### config.mk
export PLATFORM = sky130hd
export DESIGN_NAME = stri_div
export DESIGN_NICKNAME = d
export VERILOG_FILES = /design/src/rtl/stri_pkg.sv /design/src/rtl/stri_div.sv
export SDC_FILE = /design/constraint.sdc
export NUM_CORES = 2
export LEC_CHECK = 0
export ABC_CLOCK_PERIOD_IN_PS = 3700
export BUFFER_PORTS_ARGS = -buffer_cell sky130_fd_sc_hd__buf_2
export CORE_ASPECT_RATIO = 0.9
export CORE_MARGIN = 4
export CORE_UTILIZATION = 40
export CTS_CLUSTER_DIAMETER = 100
export DETAILED_ROUTE_END_ITERATION = 8
export GPL_ROUTABILITY_DRIVEN = 0
export PLACE_DENSITY = 0.6
export REMOVE_ABC_BUFFERS = 1
export SLEW_MARGIN = 20
export SYNTH_ARGS = -nofsm -noshare
export SYNTH_HDL_FRONTEND = slang
export SYNTH_SLANG_ARGS = --single-unit
### constraint.sdc
create_clock -name clk -period 3.7 [get_ports clk]
set_input_delay 0.37 -clock clk [delete_from_list [all_inputs] [get_ports clk]]
set_output_delay 0.37 -clock clk [all_outputs]
set_load 0.02 [all_outputs]
### src/rtl/stri_pkg.sv
package stri_pkg;

    localparam int PIX_W  = 20;   // unsigned Q12.8 pixel quantities
    localparam int CD_W   = 21;   // centred coordinate, signed Q.8
    localparam int TR_W   = 32;   // translation, signed Q16.16
    localparam int OUT_W  = 32;   // results, signed Q.F
    localparam int NUM_W  = 51;   // magnitude of translation * focal
    localparam int DEN_W  = 41;   // magnitude of the disparity denominator
    localparam int PROD_W = 52;   // magnitude of |z| * |centred coordinate|
    localparam int CFG_IDX_W = 3;
    localparam int CFG_DAT_W = 32;

    localparam logic [CFG_IDX_W-1:0] CFG_FU_L = 3'd0;
    localparam logic [CFG_IDX_W-1:0] CFG_FV_L = 3'd1;
    localparam logic [CFG_IDX_W-1:0] CFG_CU_L = 3'd2;
    localparam logic [CFG_IDX_W-1:0] CFG_CV_L = 3'd3;
    localparam logic [CFG_IDX_W-1:0] CFG_FU_R = 3'd4;
    localparam logic [CFG_IDX_W-1:0] CFG_CU_R = 3'd5;
    localparam logic [CFG_IDX_W-1:0] CFG_TU_R = 3'd6;

    localparam logic [1:0] STATUS_OK   = 2'd0;
    localparam logic [1:0] STATUS_ZERO = 2'd1;
    localparam logic [1:0] STATUS_SAT  = 2'd2;

    localparam logic [OUT_W-1:0] LIM_POS = 32'h7FFF_FFFF;
    localparam logic [OUT_W-1:0] LIM_NEG = 32'h8000_0000;

    typedef struct packed {
        logic [PIX_W-1:0] fu_l;
        logic [PIX_W-1:0] fv_l;
        logic [PIX_W-1:0] cu_l;
        logic [PIX_W-1:0] cv_l;
        logic [PIX_W-1:0] fu_r;
        logic [PIX_W-1:0] cu_r;
        logic [TR_W-1:0]  tu_r;
    } cfg_t;

    // travels with an item through the depth divider
    typedef struct packed {
        logic            zero;
        logic            neg;
        logic [CD_W-1:0] du_l;
        logic [CD_W-1:0] dv_l;
    } zside_t;

    // travels with an item through the height divider
    typedef struct packed {
        logic             zero;
        logic             sat;
        logic             yneg;
        logic [OUT_W-1:0] zval;
    } yside_t;

endpackage

### src/rtl/stri_div.sv
module stri_div
    import stri_pkg::*;
#(
    parameter int NW = 52,
    parameter int DW = 20,
    parameter int QW = 32,
    parameter int SW = 1
)
(
    input  logic          clk,
    input  logic          rst_n,
    input  logic          en,
    input  logic          in_valid,
    input  logic [NW-1:0] dividend,
    input  logic [DW-1:0] divisor,
    input  logic [SW-1:0] side_in,
    output logic          out_valid,
    output logic [QW-1:0] quot,
    output logic          over,
    output logic [SW-1:0] side_out
);

    localparam int W = (NW > DW + QW) ? NW : DW + QW;

    logic          v_reg [0:QW];
    logic [W-1:0]  r_reg [0:QW];
    logic [DW-1:0] d_reg [0:QW];
    logic [QW-1:0] q_reg [0:QW];
    logic          o_reg [0:QW];
    logic [SW-1:0] s_reg [0:QW];

    // entry stage: flag quotients that do not fit in QW bits
    always_ff @(posedge clk or negedge rst_n)
    begin
        if (!rst_n)
        begin
            v_reg[0] <= 1'b0;
        end
        else if (en)
        begin
            v_reg[0] <= in_valid;
        end
    end

    always_ff @(posedge clk)
    begin
        if (en)
        begin
            r_reg[0] <= W'(dividend);
            d_reg[0] <= divisor;
            q_reg[0] <= '0;
            o_reg[0] <= W'(dividend) >= (W'(divisor) << QW);
            s_reg[0] <= side_in;
        end
    end

    // one quotient bit per stage, most significant first
    for (genvar i = 0; i < QW; i++)
    begin : g_stage
        localparam int K = QW - 1 - i;
        logic [W:0] diff;
        logic       qbit;

        assign diff = {1'b0, r_reg[i]} - {1'b0, W'(d_reg[i]) << K};
        assign qbit = !diff[W];

        always_ff @(posedge clk or negedge rst_n)
        begin
            if (!rst_n)
            begin
                v_reg[i+1] <= 1'b0;
            end
            else if (en)
            begin
                v_reg[i+1] <= v_reg[i];
            end
        end

        always_ff @(posedge clk)
        begin
            if (en)
            begin
                r_reg[i+1] <= qbit ? diff[W-1:0] : r_reg[i];
                d_reg[i+1] <= d_reg[i];
                q_reg[i+1] <= {q_reg[i][QW-2:0], qbit};
                o_reg[i+1] <= o_reg[i];
                s_reg[i+1] <= s_reg[i];
            end
        end
    end

    assign out_valid = v_reg[QW];
    assign quot      = q_reg[QW];
    assign over      = o_reg[QW];
    assign side_out  = s_reg[QW];

endmodule

### After elaboration in Yosys (flattened, before gate mapping)

Memories as Yosys holds them, arrays and structs flattened.
Cells that the tools add are included.

| storage, ports and cells | value |
|---|---|
| register bits after elaboration | 33 |
| bits in writable memories | 3498 |
| output and inout port bits | 35 |
| memories | 5 |

Memories:

| name | depth | width | rd ports | clocked after memory_dff | wr ports | RTL line | RTL |
|---|---|---|---|---|---|---|---|
| r_reg | 33 | 52 | 32 | 0 | 33 | stri_div.sv:26 | `logic [W-1:0] r_reg [0:QW];` |
| q_reg | 33 | 32 | 33 | 0 | 33 | stri_div.sv:28 | `logic [QW-1:0] q_reg [0:QW];` |
| d_reg | 33 | 20 | 32 | 0 | 33 | stri_div.sv:27 | `logic [DW-1:0] d_reg [0:QW];` |
| o_reg | 33 | 1 | 33 | 0 | 33 | stri_div.sv:29 | `logic o_reg [0:QW];` |
| s_reg | 33 | 1 | 33 | 0 | 33 | stri_div.sv:30 | `logic [SW-1:0] s_reg [0:QW];` |

| operators by class | value |
|---|---|
| add/sub/neg operators | 32 |
| magnitude comparators | 1 |
| mux-type cells | 34 |
| reduce and logical (&&, ||, !) cells | 32 |

Operator list:

| kind | count |
|---|---|
| two-way mux 52 bit | 32 |
| subtractor 52 x 20 -> 53 bit | 1 |
| subtractor 52 x 21 -> 53 bit | 1 |
| subtractor 52 x 22 -> 53 bit | 1 |
| subtractor 52 x 23 -> 53 bit | 1 |
| subtractor 52 x 24 -> 53 bit | 1 |
| subtractor 52 x 25 -> 53 bit | 1 |
| subtractor 52 x 26 -> 53 bit | 1 |
| subtractor 52 x 27 -> 53 bit | 1 |
| subtractor 52 x 28 -> 53 bit | 1 |
| subtractor 52 x 29 -> 53 bit | 1 |
| subtractor 52 x 30 -> 53 bit | 1 |
| subtractor 52 x 31 -> 53 bit | 1 |
| subtractor 52 x 32 -> 53 bit | 1 |
| subtractor 52 x 33 -> 53 bit | 1 |
| subtractor 52 x 34 -> 53 bit | 1 |
| subtractor 52 x 35 -> 53 bit | 1 |
| subtractor 52 x 36 -> 53 bit | 1 |
| subtractor 52 x 37 -> 53 bit | 1 |
| subtractor 52 x 38 -> 53 bit | 1 |
| subtractor 52 x 39 -> 53 bit | 1 |
| subtractor 52 x 40 -> 53 bit | 1 |
| subtractor 52 x 41 -> 53 bit | 1 |
| subtractor 52 x 42 -> 53 bit | 1 |
| other kinds (12) | 44 |

### Logic depth before layout (Yosys ltp)

| logic depth | value |
|---|---|
| depth in word-level cells | 2 |
| mapped depth | 16 |
| gate-level depth less buffers | 14 |

### Least setup slack after synthesis

No wires, ideal clock.

| timing | value |
|---|---|
| path kind | register to register |
| start | memory d_reg[5][0] (netlist: d_reg[0][100]) |
| end | memory r_reg[0][344] (netlist bit) (data pin) |
| library setup time | 270 ps |
| arrival | 3346 ps |
| required time | 3430 ps |
| path slack | 84 ps |
| stages on the path, launching flop included | 13 |
| cell sequence | edfxtp_1 -> ha_1 -> fa_1 -> nor2b_1 -> o21ai_0 -> a21boi_0 -> o21ai_0 -> o311ai_0 -> a21oi_1 -> o21ai_1 -> clkbuf_1 -> clkbuf_1 -> a21oi_1 |

RTL lines:

| item | RTL line |
|---|---|
| start, declared | stri_div.sv:27 |
| end, declared | stri_div.sv:26 |

==> results.md <==
- Flops & latches, synth: 2931
- Count leader, synth: sky130_fd_sc_hd__edfxtp_1
- Sequential area share after synthesis: 64.1%
- Clock skew: 0.0615 ns
- Worst-margin pin slew: 0.751 ns
- Top-level I/O count: between 100 and 150
- Startpoint of the worst-slack reg-to-reg timing path: d_reg[0][462]
- Synth top area cells: sky130_fd_sc_hd__edfxtp_1 64%, sky130_fd_sc_hd__ha_1 6.0%, sky130_fd_sc_hd__xnor2_1 3.0%, sky130_fd_sc_hd__xor2_1 3.0%, sky130_fd_sc_hd__o21ai_0 2.5%
- Post-layout instance area: 159000 sq um
- Initial antenna violation count: 3
- Half-perimeter wire length after detailed placement: 188 mm
- Violations in the final reports: setup timing
- Number of setup violations in the final report: 1
- Hold violation total from the final report: 0
- Min Tclk post-route: 3.72 ns
- Share of final-layout standard cells stronger than drive strength 1: between 10% and 20%
- Vias per inst: 5.19
- Switching power total: 34.9 mW
- Detailed-route wire length: 264 mm
- Largest register FFs: 1664
- Largest family of logic cells by synthesized area: simple AND/OR/NAND/NOR gates
- Sw Share: 31.1%
- Number of global-route vias before repair: 85700
- WP data arrival: 4.32 ns
- Endpoint kind of the worst setup timing path: flip-flop
- Residual antenna-violating net count after detailed routing: 0
- Starting density of the core: 40.3%
- Max Transition Viols Final: 0
- Pin count of the biggest net entering global routing: 137
- Clock sink count: 2931
- Total Die Area: between 300000 and 400000 sq um
- Cell accounting for the most synthesized area: sky130_fd_sc_hd__edfxtp_1
- Number of core rows: a little over 200
- Leakage power of the design: 59.8 nW
- Clock Root Buffer: sky130_fd_sc_hd__clkbuf_16
- Clock tree from TritonCTS: done
- Main synth FF type: sky130_fd_sc_hd__edfxtp_1
- Area growth, synth to finish: 16.0%
- Routed metal-1 wire length: roughly 110 mm
- Net total in the final layout: 12200
- Average detailed-routed wire length per instance: 16.3 um
- DP Worst Slack: -0.309 ns
- Mean Syn Cell Area: about 13 sq um
- Startpoint type of the worst setup path: flip-flop
- Setup slack on the worst flop-to-flop path: -0.02 ns
- Reg-to-reg critical path endpoint: r_reg[0][1298]
- Part of the power in the clock network: 27.5%
- Worst VDD drop: between 0.0003 and 0.0004 V
- Critical path required time: roughly 4.3 ns
- Total length of routed met2 wires: 132 mm
- Worst Hold Slack: 0.118 ns
- End-of-flow core utilization: 46.7%
- Max Clock Freq: 269 MHz
- RSZ-0062 raised after global routing: true
- Detailed-routed wire length on met3: 10.8 mm
- All-Layer GR Usage: 14.5%
- Period Utilization, post-route: 101%
- Leading post-synthesis cells by instance count: 2898 x sky130_fd_sc_hd__edfxtp_1, 855 x sky130_fd_sc_hd__inv_1, 782 x sky130_fd_sc_hd__nand2_1
- Number of warnings reported in the yosys synthesis log: 0
- Count of TritonRoute iterations in the first routing pass: 7
- # Max-Cap Violations: 0
- Adder and majority cell fraction of the synthesized area: 6.47%
- Total gr overflow: 0
- Die width: 625 um
- Number of cells on the worst reg-to-reg path: 13
- Slew HR: 48.6%
- Part of the total power dissipated in sequential elements: a little over two fifths
- Parity-gate share of the synthesized area counting xor and xnor cells: 5.94%
- Clock insertion delay at the later pin of the skew report: 0.89 ns
- Number of synthesized flops with an enable pin: 2898
- Cell count after placement: 15500
- CTS H-tree depth: 5
- Number of violations reported at the end of detailed-routing iteration 0: 5155
- Async S/R FF share, synth: 1.13%
- Clock transition at the register clock pins on the worst setup and hold paths after CTS: 0.06 ns
- Setup slack of the critical path after layout: -0.0221 ns
- Result of the run: complete, but fails checks
- Synthesized-area fraction occupied by ao, oa, aoi and oai cells: 9.59%
- Post-Place Cell Area: about 150000 sq um
- Design internal power: 77.1 mW
- Relative contribution of combinational cells to total power: 29.6%
- Maximum root-to-sink buffer count: 4
- Clock buffer count from CTS: 319
- First-pass GRT wire length: 429 mm
- Port-buffer cells: 111
- Cell Count, Final, Fillers Out: 16200
- Basic-gate share of the synthesized area counting and, or, nand and nor cells: under 10%
- Kind of path behind the tightest hold check: in2async
- Die Ht: 563 um
- Worst-path maximum fanout: 7
- Cell count after synthesis: 10600
- Vias after detailed routing: 84000
- Number of different library cells in the post-synthesis netlist: 98
- Synth top area share: 63.5%
- Area of the placeable core: 340000 sq um
- Crit Path Class: reg2reg
- Uppermost layer routed: met4
- Mapped Area: roughly 140000 sq um
- Power density normalized to cell area: 704 nW/um^2
- Multiplexer share of the synthesized area: 1.19%
- DRC violations left: 0
## critical path: stages (launching register included)
cell	delay (ns)
sky130_fd_sc_hd__edfxtp_1	0.40
sky130_fd_sc_hd__inv_1	0.13
sky130_fd_sc_hd__ha_4	0.22
sky130_fd_sc_hd__nor2b_2	0.15
sky130_fd_sc_hd__o31a_1	0.26
sky130_fd_sc_hd__o211a_1	0.28
sky130_fd_sc_hd__o211ai_1	0.33
sky130_fd_sc_hd__o22ai_2	0.15
sky130_fd_sc_hd__o41a_1	0.38
sky130_fd_sc_hd__a21o_1	0.22
sky130_fd_sc_hd__or4_4	0.51
sky130_fd_sc_hd__buf_4	0.18
sky130_fd_sc_hd__nor4_4	0.13
sky130_fd_sc_hd__xor2_1	0.09
## how the worst max path moves through the flow
stage / startpoint / endpoint / slack [ns] / cells past startpoint
CTS: d_reg[0][462] / r_reg[0][1290] / -0.004 / 13
global placement: r_reg[0][1561] / r_reg[0][1653] / -0.45 / 16
global route: d_reg[0][462] / r_reg[0][1290] / -0.13 / 13
finish: d_reg[0][462] / r_reg[0][1298] / -0.02 / 13
detailed placement: r_reg[0][1561] / r_reg[0][1651] / -0.31 / 17
floorplan: d_reg[0][241] / r_reg[0][719] / -1.48 / 12
## metal layers
layer	global-route usage, %	vias to the layer above
met5	0	-
met4	6.30	0
met3	1.98	754
met2	26.0	2027
met1	17.4	40400
li1	-	40800
## cell usage in the layout (no fill, tap or decap), drive strengths merged, types with 54 or more instances in the layout
master / count
clkbuf: 381
buf: 597
inv: 876
nor2b: 111
clkinv: 129
a31oi: 73
nand2: 782
edfxtp: 2898
xnor2: 466
and3: 54
nand3: 162
nor2: 634
ha: 659
or3: 110
o21a: 112
xor2: 464
o21ai: 677
nand2b: 164
nand4: 86
mux2: 139
nor3: 245
nor4: 121
o31ai: 66
dlygate4sd3: 76
or4: 70
a21oi: 582
a21o: 241
## power by group through the flow
stage	combinational, mW	sequential, mW	clock (mW)
finish	33.1	48.0	30.8
CTS	32.2	47.9	31.9
global placement	30.4	48.4	0
floorplan	23.5	47.1	0
global route	36.9	48.5	33.3
detailed placement	31.7	48.5	0
## final cells by class
class	instances	area, sq um
Antenna cell	1	2.50
Clock buffer	381	8280
Clock inverter	180	1910
Fill cell	29400	181000
Inverter	861	3230
Multi-Input combinational cell	6628	46400
Sequential cell	2931	87800
Tap cell	4510	5640
Timing Repair Buffer	673	5670
## what timing repair did
action	CTS	global route
gates resized for setup	50	201
hold buffers	76	0
endpoints found under the hold margin	134	0
buffers inserted	6	27
setup endpoints to repair	73	401
pin swaps	11	46
## kinds of logic (layout without fill, tap and decap cells)
kind of cell,count (synthesis),count (layout)
and+or+nand+nor,2730,2730
muxes,145,145
other,0,1
DFF,2931,2931
adders and majority gates,690,690
AOI/OAI and AO/OA,2133,2133
xor gates and xnor gates,930,930
buffers and inverters,1055,2095
## metrics by stage
step	power (mW)	TNS [ns]
after floorplan	70.6	-212.31
after global placement	78.8	-4.97
after detailed placement	80.2	-5.35
after CTS	112	-0.00394
after global routing	119	-1.20
final	112	-0.0221
No activity file was read; power rests on OpenSTA's default activity.
